File: config.mk
export PLATFORM = sky130hd
export DESIGN_NAME = core_hotplug_governor_flat
export DESIGN_NICKNAME = d
export VERILOG_FILES = /design/src/design/chg_pkg.sv /design/src/design/chg_chan_if.sv /design/src/design/chg_policy.sv /design/src/design/core_hotplug_governor.sv /design/src/flat_wrapper.sv
export SDC_FILE = /design/constraint.sdc
export NUM_CORES = 1
export LEC_CHECK = 0
export BUFFER_PORTS_ARGS = -buffer_cell sky130_fd_sc_hd__buf_4
export CAP_MARGIN = 20
export CORE_MARGIN = 5
export CORE_UTILIZATION = 40
export DETAILED_ROUTE_END_ITERATION = 7
export HOLD_SLACK_MARGIN = 0.05
export PLACE_DENSITY = 0.6
export SLEW_MARGIN = 25
export SYNTH_ARGS = -nofsm -noshare
export SYNTH_HDL_FRONTEND = slang
export SYNTH_SLANG_ARGS = --single-unit
export TNS_END_PERCENT = 5
File: constraint.sdc
create_clock -name clock -period 13 [get_ports clock]
set_clock_uncertainty 0.2 [all_clocks]
set_input_delay 1.95 -clock clock [delete_from_list [all_inputs] [get_ports clock]]
set_output_delay 1.95 -clock clock [all_outputs]
set_load 0.03 [all_outputs]
File: src/design/chg_pkg.sv
// shared types, constants and register codes for the core hotplug governor
package chg_pkg;

   // block sizing
   localparam int TICK_RATE = 100;
   localparam int CORES     = 4;

   // derived widths and values
   localparam int               SEC_CORES      = CORES - 1;
   localparam logic [9:0]       TICK_RATE_IV   = 10'(TICK_RATE);
   localparam logic [9:0]       INTERVAL_RESET = 10'(TICK_RATE / 50);
   localparam logic [7:0]       CTR_MAX        = 8'h7F;
   localparam logic [7:0]       CTR_MIN        = 8'h80;
   localparam int               DOWN_RELOAD    = 2;

   // request function codes
   localparam logic [1:0] FUNC_TICK     = 2'd0;
   localparam logic [1:0] FUNC_DISP_OFF = 2'd1;
   localparam logic [1:0] FUNC_DISP_ON  = 2'd2;

   // result action codes
   localparam logic [1:0] ACT_NONE = 2'd0;
   localparam logic [1:0] ACT_UP   = 2'd1;
   localparam logic [1:0] ACT_DOWN = 2'd2;

   // configuration register indexes
   localparam logic [2:0] CSR_ENABLE    = 3'd0;
   localparam logic [2:0] CSR_FAST_THR  = 3'd1;
   localparam logic [2:0] CSR_UP_LIM1   = 3'd2;
   localparam logic [2:0] CSR_UP_LIM2   = 3'd3;
   localparam logic [2:0] CSR_UP_LIM3   = 3'd4;
   localparam logic [2:0] CSR_DOWN_LIM1 = 3'd5;
   localparam logic [2:0] CSR_DOWN_LIM2 = 3'd6;
   localparam logic [2:0] CSR_DOWN_LIM3 = 3'd7;

   typedef struct packed {
      logic [1:0]  func;
      logic [3:0]  online_mask;
      logic [3:0]  policy_valid_mask;
      logic [21:0] cur_freq_0;
      logic [21:0] cur_freq_1;
      logic [21:0] cur_freq_2;
      logic [21:0] cur_freq_3;
      logic [21:0] min_freq_0;
      logic [21:0] min_freq_1;
      logic [21:0] min_freq_2;
      logic [21:0] min_freq_3;
   } req_type;

   typedef struct packed {
      logic [1:0] action;
      logic [1:0] target_core;
      logic       boost_to_max;
      logic [9:0] next_interval;
   } rsp_type;

   typedef struct packed {
      logic [2:0]  index;
      logic [21:0] wdata;
   } csr_type;

   typedef struct packed {
      logic            enable;
      logic [21:0]     fast_thr;
      logic [2:0][7:0] up_lim;
      logic [2:0][7:0] down_lim;
   } cfg_type;

   typedef struct packed {
      logic [SEC_CORES-1:0][7:0] counter;
      logic [9:0]                sample_interval;
      logic                      display_on;
   } state_type;

   localparam cfg_type CFG_RESET = '{
      enable:   1'b1,
      fast_thr: 22'd1267200,
      up_lim:   {8'hFE, 8'hFC, 8'hFA},
      down_lim: {8'd14, 8'd9, 8'd5}
   };

endpackage

File: src/design/chg_chan_if.sv
// valid/ready channel carrying one payload struct
interface chg_chan_if #(parameter type payload_type = logic);
   logic        valid;
   logic        ready;
   payload_type data;

   modport source (output valid, output data, input ready);
   modport sink   (input valid, input data, output ready);
endinterface

File: src/design/chg_policy.sv
// per-request decision logic: classifies cores, works counters, picks action
module chg_policy import chg_pkg::*; (
   input  req_type   item_i,
   input  cfg_type   cfg_i,
   input  state_type state_i,
   output state_type state_o,
   output rsp_type   rsp_o
);

   logic [21:0]          cur_freq [4];
   logic [21:0]          min_freq [4];
   logic [CORES-1:0]     online;
   logic [CORES-1:0]     fast;
   logic [CORES-1:0]     low;
   logic                 any_fast;
   logic                 any_low;
   logic                 all_on;
   logic [1:0]           up_core;
   logic                 up_found;
   logic [1:0]           up_idx;
   logic [7:0]           up_ctr;
   logic                 up_fire;
   logic [SEC_CORES-1:0][7:0] dn_ctr;
   logic                 dn_fire;
   logic                 dn_stop;
   logic [1:0]           dn_core;

   // per-core frequency readings
   assign cur_freq[0] = item_i.cur_freq_0;
   assign cur_freq[1] = item_i.cur_freq_1;
   assign cur_freq[2] = item_i.cur_freq_2;
   assign cur_freq[3] = item_i.cur_freq_3;
   assign min_freq[0] = item_i.min_freq_0;
   assign min_freq[1] = item_i.min_freq_1;
   assign min_freq[2] = item_i.min_freq_2;
   assign min_freq[3] = item_i.min_freq_3;

   assign online = item_i.online_mask[CORES-1:0];
   assign all_on = &online;

   // fast and low classification of each core
   always_comb begin
      for (int i = 0; i < CORES; i++) begin
         fast[i] = online[i] && item_i.policy_valid_mask[i] && (cur_freq[i] > cfg_i.fast_thr);
         low[i]  = (i != 0) && online[i] && item_i.policy_valid_mask[i] &&
                   (cur_freq[i] <= cfg_i.fast_thr) && (cur_freq[i] <= min_freq[i]);
      end
   end

   assign any_fast = |fast;
   assign any_low  = |low;

   // highest offline secondary core
   always_comb begin
      up_core  = '0;
      up_found = 1'b0;
      for (int i = 1; i < CORES; i++) begin
         if (!online[i]) begin
            up_core  = 2'(i);
            up_found = 1'b1;
         end
      end
   end

   assign up_idx  = up_core - 2'd1;
   assign up_ctr  = state_i.counter[up_idx];
   assign up_fire = up_found && ($signed(up_ctr) < $signed(cfg_i.up_lim[up_idx]));

   // take-down scan: lowest online secondary first, stops at the first hit
   always_comb begin
      dn_ctr  = state_i.counter;
      dn_fire = 1'b0;
      dn_stop = 1'b0;
      dn_core = '0;
      for (int i = 1; i < CORES; i++) begin
         if (!dn_stop && online[i]) begin
            if ($signed(state_i.counter[i-1]) > $signed(cfg_i.down_lim[i-1])) begin
               dn_ctr[i-1] = cfg_i.down_lim[DOWN_RELOAD];
               dn_fire     = 1'b1;
               dn_core     = 2'(i);
               dn_stop     = 1'b1;
            end else if (state_i.counter[i-1] != CTR_MAX) begin
               dn_ctr[i-1] = state_i.counter[i-1] + 8'd1;
            end
         end
      end
   end

   // next state and result
   always_comb begin
      state_o = state_i;
      rsp_o   = '{action: ACT_NONE, target_core: 2'd0, boost_to_max: 1'b0,
                  next_interval: state_i.sample_interval};
      case (item_i.func)
         FUNC_DISP_OFF: begin
            state_o.display_on = 1'b0;
         end
         FUNC_DISP_ON: begin
            state_o.display_on      = 1'b1;
            state_o.sample_interval = INTERVAL_RESET;
            rsp_o.next_interval     = INTERVAL_RESET;
         end
         FUNC_TICK: begin
            if (cfg_i.enable) begin
               // stretch the interval while the display is off
               if (!state_i.display_on && (state_i.sample_interval < TICK_RATE_IV)) begin
                  state_o.sample_interval = state_i.sample_interval + 10'd1;
               end
               if (any_fast && !all_on) begin
                  if (up_fire) begin
                     state_o.counter[up_idx] = cfg_i.up_lim[0];
                     rsp_o.action            = ACT_UP;
                     rsp_o.target_core       = up_core;
                     rsp_o.boost_to_max      = 1'b1;
                  end else if (up_found && (up_ctr != CTR_MIN)) begin
                     state_o.counter[up_idx] = up_ctr - 8'd1;
                  end
               end else if (any_low) begin
                  state_o.counter = dn_ctr;
                  if (dn_fire) begin
                     rsp_o.action      = ACT_DOWN;
                     rsp_o.target_core = dn_core;
                  end
               end
            end
         end
         default: begin
         end
      endcase
   end

endmodule

File: src/design/core_hotplug_governor.sv
// core hotplug governor top level: input register, decision, result register
// The input register holds each request, the result register its decision.
// Throughput: one request per cycle when unstalled; the result register frees the
// input register whenever it is empty or its result is taken in the same cycle.
// Reset: synchronous; clears counters, restores interval, display on and
// all configuration registers to their defaults, and empties both stages.
module core_hotplug_governor import chg_pkg::*; (
   input  logic               clock,
   input  logic               reset,
   chg_chan_if.sink           req_chan,
   chg_chan_if.source         rsp_chan,
   chg_chan_if.sink           csr_chan
);

   logic      s1_valid_ff;
   logic      s1_valid_in;
   req_type   s1_ff;
   logic      out_valid_ff;
   logic      out_valid_in;
   rsp_type   out_ff;
   cfg_type   cfg_ff;
   cfg_type   cfg_in;
   state_type state_ff;
   state_type state_in;
   state_type state_next;
   rsp_type   rsp_next;
   logic      advance;
   logic      req_take;

   // handshake
   assign advance        = !out_valid_ff || rsp_chan.ready;
   assign req_chan.ready = !s1_valid_ff || advance;
   assign req_take       = req_chan.valid && req_chan.ready;
   assign rsp_chan.valid = out_valid_ff;
   assign rsp_chan.data  = out_ff;
   assign csr_chan.ready = 1'b1;

   // decision logic
   chg_policy u_policy (
      .item_i  (s1_ff),
      .cfg_i   (cfg_ff),
      .state_i (state_ff),
      .state_o (state_next),
      .rsp_o   (rsp_next)
   );

   // configuration writes
   always_comb begin
      cfg_in = cfg_ff;
      if (csr_chan.valid) begin
         case (csr_chan.data.index)
            CSR_ENABLE:    cfg_in.enable      = csr_chan.data.wdata[0];
            CSR_FAST_THR:  cfg_in.fast_thr    = csr_chan.data.wdata;
            CSR_UP_LIM1:   cfg_in.up_lim[0]   = csr_chan.data.wdata[7:0];
            CSR_UP_LIM2:   cfg_in.up_lim[1]   = csr_chan.data.wdata[7:0];
            CSR_UP_LIM3:   cfg_in.up_lim[2]   = csr_chan.data.wdata[7:0];
            CSR_DOWN_LIM1: cfg_in.down_lim[0] = csr_chan.data.wdata[7:0];
            CSR_DOWN_LIM2: cfg_in.down_lim[1] = csr_chan.data.wdata[7:0];
            CSR_DOWN_LIM3: cfg_in.down_lim[2] = csr_chan.data.wdata[7:0];
            default: begin
            end
         endcase
      end
   end

   // stage valids and governor state
   assign s1_valid_in  = req_take ? 1'b1 : (advance ? 1'b0 : s1_valid_ff);
   assign out_valid_in = advance ? s1_valid_ff : out_valid_ff;
   assign state_in     = (advance && s1_valid_ff) ? state_next : state_ff;

   always_ff @(posedge clock) begin
      if (reset) begin
         s1_valid_ff  <= 1'b0;
         out_valid_ff <= 1'b0;
         cfg_ff       <= CFG_RESET;
         state_ff     <= '{counter: '0, sample_interval: INTERVAL_RESET, display_on: 1'b1};
      end else begin
         s1_valid_ff  <= s1_valid_in;
         out_valid_ff <= out_valid_in;
         cfg_ff       <= cfg_in;
         state_ff     <= state_in;
      end
   end

   // payload registers
   always_ff @(posedge clock) begin
      if (req_take) begin
         s1_ff <= req_chan.data;
      end
      if (advance && s1_valid_ff) begin
         out_ff <= rsp_next;
      end
   end

   // checks
   a_boost_only_on_up: assert property (@(posedge clock) disable iff (reset)
      rsp_chan.valid |-> (rsp_chan.data.boost_to_max == (rsp_chan.data.action == ACT_UP)))
      else $error("boost flag does not match bring-up action");

   a_idle_target_zero: assert property (@(posedge clock) disable iff (reset)
      (rsp_chan.valid && (rsp_chan.data.action == ACT_NONE)) |-> (rsp_chan.data.target_core == 2'd0))
      else $error("target core set without an action");

   a_interval_bound: assert property (@(posedge clock) disable iff (reset)
      state_ff.sample_interval <= TICK_RATE_IV)
      else $error("sample interval stretched past tick rate");

   a_stage_held: assert property (@(posedge clock) disable iff (reset)
      (s1_valid_ff && !advance) |=> (s1_valid_ff && $stable(s1_ff) && $stable(state_ff)))
      else $error("stalled request lost or state changed during stall");

endmodule

File: src/flat_wrapper.sv
// flat-port wrapper written by rule: the top's interface ports become plain ports
module core_hotplug_governor_flat import chg_pkg::*;
  (clock, reset, req_chan_valid, req_chan_data, req_chan_ready, rsp_chan_valid, rsp_chan_data, rsp_chan_ready, csr_chan_valid, csr_chan_data, csr_chan_ready);
  chg_chan_if #(.payload_type(req_type)) req_chan_i ();
  chg_chan_if #(.payload_type(rsp_type)) rsp_chan_i ();
  chg_chan_if #(.payload_type(csr_type)) csr_chan_i ();
  input  logic clock;
  input  logic reset;
  input wire logic [$bits(req_chan_i.valid)-1:0] req_chan_valid;
  input wire logic [$bits(req_chan_i.data)-1:0] req_chan_data;
  output wire logic [$bits(req_chan_i.ready)-1:0] req_chan_ready;
  output wire logic [$bits(rsp_chan_i.valid)-1:0] rsp_chan_valid;
  output wire logic [$bits(rsp_chan_i.data)-1:0] rsp_chan_data;
  input wire logic [$bits(rsp_chan_i.ready)-1:0] rsp_chan_ready;
  input wire logic [$bits(csr_chan_i.valid)-1:0] csr_chan_valid;
  input wire logic [$bits(csr_chan_i.data)-1:0] csr_chan_data;
  output wire logic [$bits(csr_chan_i.ready)-1:0] csr_chan_ready;
  assign req_chan_i.valid = req_chan_valid;
  assign req_chan_i.data = req_chan_data;
  assign req_chan_ready = req_chan_i.ready;
  assign rsp_chan_valid = rsp_chan_i.valid;
  assign rsp_chan_data = rsp_chan_i.data;
  assign rsp_chan_i.ready = rsp_chan_ready;
  assign csr_chan_i.valid = csr_chan_valid;
  assign csr_chan_i.data = csr_chan_data;
  assign csr_chan_ready = csr_chan_i.ready;
  core_hotplug_governor u_core (.clock(clock), .reset(reset), .req_chan(req_chan_i), .rsp_chan(rsp_chan_i), .csr_chan(csr_chan_i));
endmodule
# After elaboration in Yosys (flattened, before gate mapping)
# Index checks and enable logic that the tools add are counted.
[word_totals] register_bits=287 inputBits=216 output_inout_bits=18 word_cells=178
[classes] add_sub_neg=6 n_lt_le_gt_ge=17 n_eq_ne=16 n_mux=49 n_reduce_logical=61
[op_table] op="$le A22 B22 Y1" count=6
[op_table] op="$mux W24" count=4
[op_table] op="$mux W8" count=12
[op_table] op="$gt A22 B22 Y1" count=4
[op_table] op="$bwmux W24" count=2
[op_table] op="$bmux W8 S2" count=2
[op_table] op="$add A8 B1 Y8 const B" count=3
[op_table] op="$gt A8 B8 Y1" count=3
[op_table] op="$ne A8 B7 Y1 const B" count=3
[op_table] op="$logic_and A1 B1 Y1" count=23
[op_table] op="$reduce_and A7 Y1" count=3
[op_table] op="$mux W10" count=2
[op_table] op="$pmux W10 S2" count=1
[op_table] op="$reduce_and A2 Y1" count=10
[op_table] op="$demux W8 S2" count=1
[op_table] op="$mux W4" count=4
[op_table] op="$mux W1" count=14
[op_table] op="$reduce_bool A2 Y1" count=7
[op_table] op="$eq A3 B3 Y1 const B" count=4
[op_table] op="$mux W2" count=6
[op_table] op="$add A10 B1 Y10 const B" count=1
[op_table] op="$lt A10 B7 Y1 const B" count=1
[op_table] op="$reduce_bool A3 Y1" count=3
[op_table] op="$lt A8 B8 Y1" count=1
[op_table] op="other kinds (21)" count=29

# Depth between registers and ports, before layout
[logic_depth] ltp_word=12 ltp_mapped=21 mapped_depth_nobuf=18

# Modules after synthesis
# Synthesis repeated with hierarchy kept, for this count alone.
[unflattened] hier_cells=1701 hier_area_um2=17449.2
[by_module_without_submodules] mod="core_hotplug_governor" instances=1 cells_each=645 area_each_um2=10276.1 seq_area_each_um2=8197.9
[by_module_without_submodules] mod="chg_policy" instances=1 cells_each=1056 area_each_um2=7173.1 seq_area_each_um2=0.0

# Least setup slack after synthesis
# OpenSTA, ideal clock, no wires.
[synth_timing] path_type="in2reg" from="input rsp_chan_ready" to="register u_core.s1_ff[0] (netlist name) (enable)" setup_time_ns=0.543 arrival_time_ns=6.066 required_time_ns=12.257 path_slack_ns=6.191 path_stages=3 path_buffers=0 path_cell_list="nor2b_1 -> nand2_1 -> and2_1"
[synth_between] elab_chain_len=3
[synth_lines] element="start: declaration" line_no="flat_wrapper.sv:14" source="input wire logic [$bits(rsp_chan_i.ready)-1:0] rsp_chan_ready;"
[synth_lines] element="$logic_or A1 B1 Y1" line_no="core_hotplug_governor.sv:31" source="assign advance = !out_valid_ff || rsp_chan.ready;"
[synth_lines] element="$logic_or A1 B1 Y1" line_no="core_hotplug_governor.sv:32" source="assign req_chan.ready = !s1_valid_ff || advance;"
[synth_lines] element="named net req_chan_ready" line_no="flat_wrapper.sv:11" source="output wire logic [$bits(req_chan_i.ready)-1:0] req_chan_ready;"
[synth_lines] element="$logic_and A1 B1 Y1" line_no="core_hotplug_governor.sv:33" source="assign req_take = req_chan.valid && req_chan.ready;"
[synth_lines] element="named net u_core.req_take" line_no="core_hotplug_governor.sv:28" source="logic req_take;"
[synth_lines] element="end signal: assignment" line_no="core_hotplug_governor.sv:88" source="s1_ff <= req_chan.data;"
[synth_lines] element="end: declaration" line_no="core_hotplug_governor.sv:17" source="req_type s1_ff;"
# The timed path passes the listed nets, and every way through them passes these cells.
# A chain may end at the register's enable or synchronous reset.

# Worst setup path after layout
[layout_timing] from="register u_core.s1_ff[183] (netlist name)" to="register u_core.state_ff[25] (netlist name)"
[layout_between] elab_chain_len=10 elab_cells_between_ends=36 classes_between="add/sub (2); order compare (3); eq/ne (2); mux (13); reduce/logical (16)"
[layout_lines] element="parallel branches: the longest is 10 deep, another holds $sub A8 B1 Y8"
[layout_lines] element="end signal: assignment" line_no="core_hotplug_governor.sv:76" source="state_ff <= '{counter: '0, sample_interval: INTERVAL_RESET, display_on: 1'b1};"
[layout_lines] element="end signal: assignment" line_no="core_hotplug_governor.sv:81" source="state_ff <= state_in;"
[layout_lines] element="end: declaration" line_no="core_hotplug_governor.sv:23" source="state_type state_ff;"
# Several ways; the timed one is not identified. The select of a mux whose other input is x is not followed.

==> metrics.txt <==
outcome finished, final reports clean; number of buffers inserted for hold repair after clock tree synthesis 0; clock latency on the worst-skew pair approximately 0.54 ns; y dimension of the die 208 um; number of CTS-inserted buffers 34; WP data arrival 6.12 ns; count of endpoints failing setup in the final report 0; aggregate routed wire length 44000 um; global route total overflow 0; nets in the synthesized netlist around 1900; detailed-route via count ~12000; mean post-synth cell area 10.6 um2; switching power of the nets 0.560 mW; CP peak stage delay 0.78 ns; leakage power summed over all cells about 8 nW; Int Power around 1.7 mW; unrepaired setup endpoints after global routing no; number of global-route vias before repair 12100; Gates resized, CTS repair 0; gate count of the mapped netlist around 1500; number of enable flip-flop cells after synthesis 178; logic gate share of total power around an eighth; residual antenna-violating net count after detailed routing 0; total number of H-tree levels 2; detailed placer's ending HPWL about 33000 um; Most used DFF post-synth sky130_fd_sc_hd__edfxtp_1; async set-reset flop share out of synthesis 0%; largest net degree at the start of global routing 85; r2r endpoint u_core.state_ff[25]; final instance count without filler cells 2249; number of cells on the worst reg-to-reg path 16; die outline width 208 um; first-pass GRT wire length 68300 um; worst hold-check path type flop to flop; total routing resource utilization after global routing roughly a fifth; WL/cell between 15 and 20 um; Port-buffer cells 210; initial cell density of the core 40.6%; ratio of final minimum period to clock period 45.6%; most common cell after layout, fill and taps aside sky130_fd_sc_hd__buf_4; worst vdd ir 0.000104 V; layout cell share with drive strength beyond 1 around 18%; origin of the critical flop-to-flop path u_core.s1_ff[183]; area of the die approximately 43000 um2; number of hold violations in the final report 0; DRT Pass-1 Iters 6; overall power of the completed layout 2.24 mW; share of power burned in the clock network between 40% and 50%; via density per instance approximately 5.3; Worst setup SP type flop; area of the mapped netlist approximately 16000 um2; clock period minus worst slack 5.93 ns; transition time of the tightest slew-check pin 1.02 ns; Data required, critical path 13.18 ns; category of the most critical setup path flop to flop; Post-Route Hold Slack 0.257 ns; part of the total power dissipated in sequential elements 46.0%; number of buffers inserted to repair setup after CTS 0; Crit. End Element flop; Area growth, synth to finish 20.5%; number of violations reported at the end of detailed-routing iteration 0 848; register-to-register setup slack 7.07 ns; max-cap violation count 0; number of synthesized register bits 286; count of different cell masters after synthesis between 70 and 80; CP max FO 16; highest achievable clock rate 169 MHz; power per unit of standard cell area 118 nW/um2; worst path cell trace nand2_1, ha_1, a21oi_4, nand2_1, and2_1, inv_1, ha_1, a21oi_1, o21ai_0, a2111o_1, a21oi_1, o21ai_4, mux2i_1, nor2_1, a2111oi_2, a211oi_2; post-CTS clock slew at the launch and capture registers of the worst setup and hold paths 0.06 ns; clock net sink count 286; worst hold endpoint u_core.cfg_ff[61]; initial antenna violation count 0; Sw Share about a quarter; Antenna Diode Count 0; number of warnings printed during yosys synthesis 0; final RePlAce weighted congestion 0.876; placement row count 72; number of nets in the finished design 2118; Cell Count Post-Placement 2190; most frequent cells in the layout 220 x sky130_fd_sc_hd__buf_4, 194 x sky130_fd_sc_hd__ha_1, 178 x sky130_fd_sc_hd__edfxtp_1, 175 x sky130_fd_sc_hd__nand2_1, 144 x sky130_fd_sc_hd__inv_1; core region area 38700 um2; worst-case setup margin in the final layout 7.07 ns; number of instances on the worst hold path 2; Max Slew Vio Count 0; critical hold path startpoint u_core.cfg_ff[61]; root buffer selected by CTS sky130_fd_sc_hd__clkbuf_16; minimum setup slack after placement 7.17 ns; Worst slew margin 32.0%; sequential area share after synthesis 47.7%; aggregate negative setup slack 0 ns; IO Pins approximately 230; library cell contributing the largest single delay on the critical path sky130_fd_sc_hd__edfxtp_1; CTS tree yes; Longest Clk Path Bufs 3; detailed-route DRC error count 0
state kept, by name, summed over array words and instances (netlist names):
register / count
u_core.cfg_ff: 71
u_core.rsp_chan.data: 14
u_core.rsp_chan.valid: 1
u_core.s1_ff: 164
u_core.s1_valid_ff: 1
u_core.state_ff: 35
worst max-delay path, delay by kind of cell (launching register included):
family | cells | cell delay, ns
adder cells (fa/ha/maj) | 2 | 1.01
AO/OA/AOI/OAI | 8 | 1.97
AND/OR/NAND/NOR | 4 | 1.05
buffers and inverters | 1 | 0.12
flip-flops | 1 | 0.78
multiplexers | 1 | 0.63
cell usage after synthesis, drive strengths merged, types with 4 or more instances:
| library cell | n | area share [%] |
|---|---|---|
| ha | 194 | 15 |
| edfxtp | 178 | 34 |
| nand2 | 175 | 4.2 |
| inv | 145 | 3.5 |
| dfxtp | 108 | 14 |
| a21oi | 97 | 3.2 |
| nor2 | 76 | 1.8 |
| mux2i | 66 | 4.2 |
| nand3 | 56 | 1.8 |
| o21ai | 45 | 1.5 |
| nand4 | 38 | 1.6 |
| clkbuf | 27 | 0.64 |
| a211oi | 25 | 1.4 |
| o211ai | 21 | 1.0 |
| nor2b | 19 | 0.76 |
| xnor2 | 19 | 1.1 |
| o22ai | 17 | 0.68 |
| nor3 | 16 | 0.51 |
| a21o | 11 | 0.57 |
| buf | 11 | 0.44 |
| mux2 | 11 | 0.79 |
| and4 | 10 | 0.56 |
| o21a | 10 | 0.48 |
| a221oi | 9 | 0.61 |
| nand2b | 9 | 0.41 |
| xor2 | 9 | 0.50 |
| a22oi | 8 | 0.38 |
| and2 | 7 | 0.28 |
| and3 | 7 | 0.28 |
| or3 | 5 | 0.20 |
| a2111oi | 4 | 0.46 |
| a211o | 4 | 0.22 |
| nor4 | 4 | 0.16 |
cell type report:
cell class / instances / area (um2)
fill: 3584 / 19800
sequential: 286 / 7510
multi-input combinational: 1019 / 7510
timing repair buffer: 221 / 1660
clock buffer: 44 / 910
tap: 518 / 648
inverter: 146 / 548
clock inverter: 15 / 163
routing by layer:
| metal | GRT usage (%) | part of all wire [%] | vias to the layer above |
|---|---|---|---|
| met5 | 0 | 0 | - |
| met4 | 8.99 | 4.4 | 0 |
| met3 | 3.25 | 5.5 | 104 |
| met2 | 32.8 | 47 | 360 |
| met1 | 26.3 | 43 | 5569 |
| li1 | - | - | 5873 |
how the worst max path moves through the flow:
stage	start	to	slack [ns]	depth (start not counted)
after floorplan	rsp_chan_ready	u_core.s1_ff[0]	6.19	3
after global placement	u_core.s1_ff[183]	u_core.state_ff[25]	7.15	14
after detailed placement	u_core.s1_ff[183]	u_core.state_ff[25]	7.17	14
after CTS	u_core.s1_ff[183]	u_core.state_ff[25]	7.12	14
after global routing	u_core.s1_ff[183]	u_core.state_ff[25]	6.73	16
final	u_core.s1_ff[183]	u_core.state_ff[25]	7.07	16
power by group through the flow:
stage	sequential, mW	combinational [mW]	clock [mW]
floorplan	1.05	0.164	0
detailed placement	1.05	0.279	0
global route	1.03	0.313	0.991
finish	1.03	0.280	0.932
global placement	1.05	0.272	0
CTS	1.03	0.281	0.960
cell families (layout without fill, tap and decap cells):
kind of cell / after synthesis / in the layout / share of synthesized area, %
xor+xnor: 28 / 28 / 1.56
flops: 286 / 286 / 47.7
compound gates: 286 / 286 / 12.7
mux: 77 / 77 / 4.99
simple gates: 433 / 433 / 13.0
buf+inv: 184 / 426 / 4.57
other cells: 1 / 1 / 0.0238
fa+ha+maj: 194 / 194 / 15.4
through the flow:
| step | instance area, um2 | utilization, % |
|---|---|---|
| 5_1_grt | 18900 | 48.9 |
| 3_3_place_gp | 17900 | 46.1 |
| 3_5_place_dp | 17900 | 46.1 |
| 6_report | 18900 | 48.9 |
| 4_1_cts | 18900 | 48.9 |
| 2_1_floorplan | 15700 | - |
No activity file was read; power rests on OpenSTA's default activity.
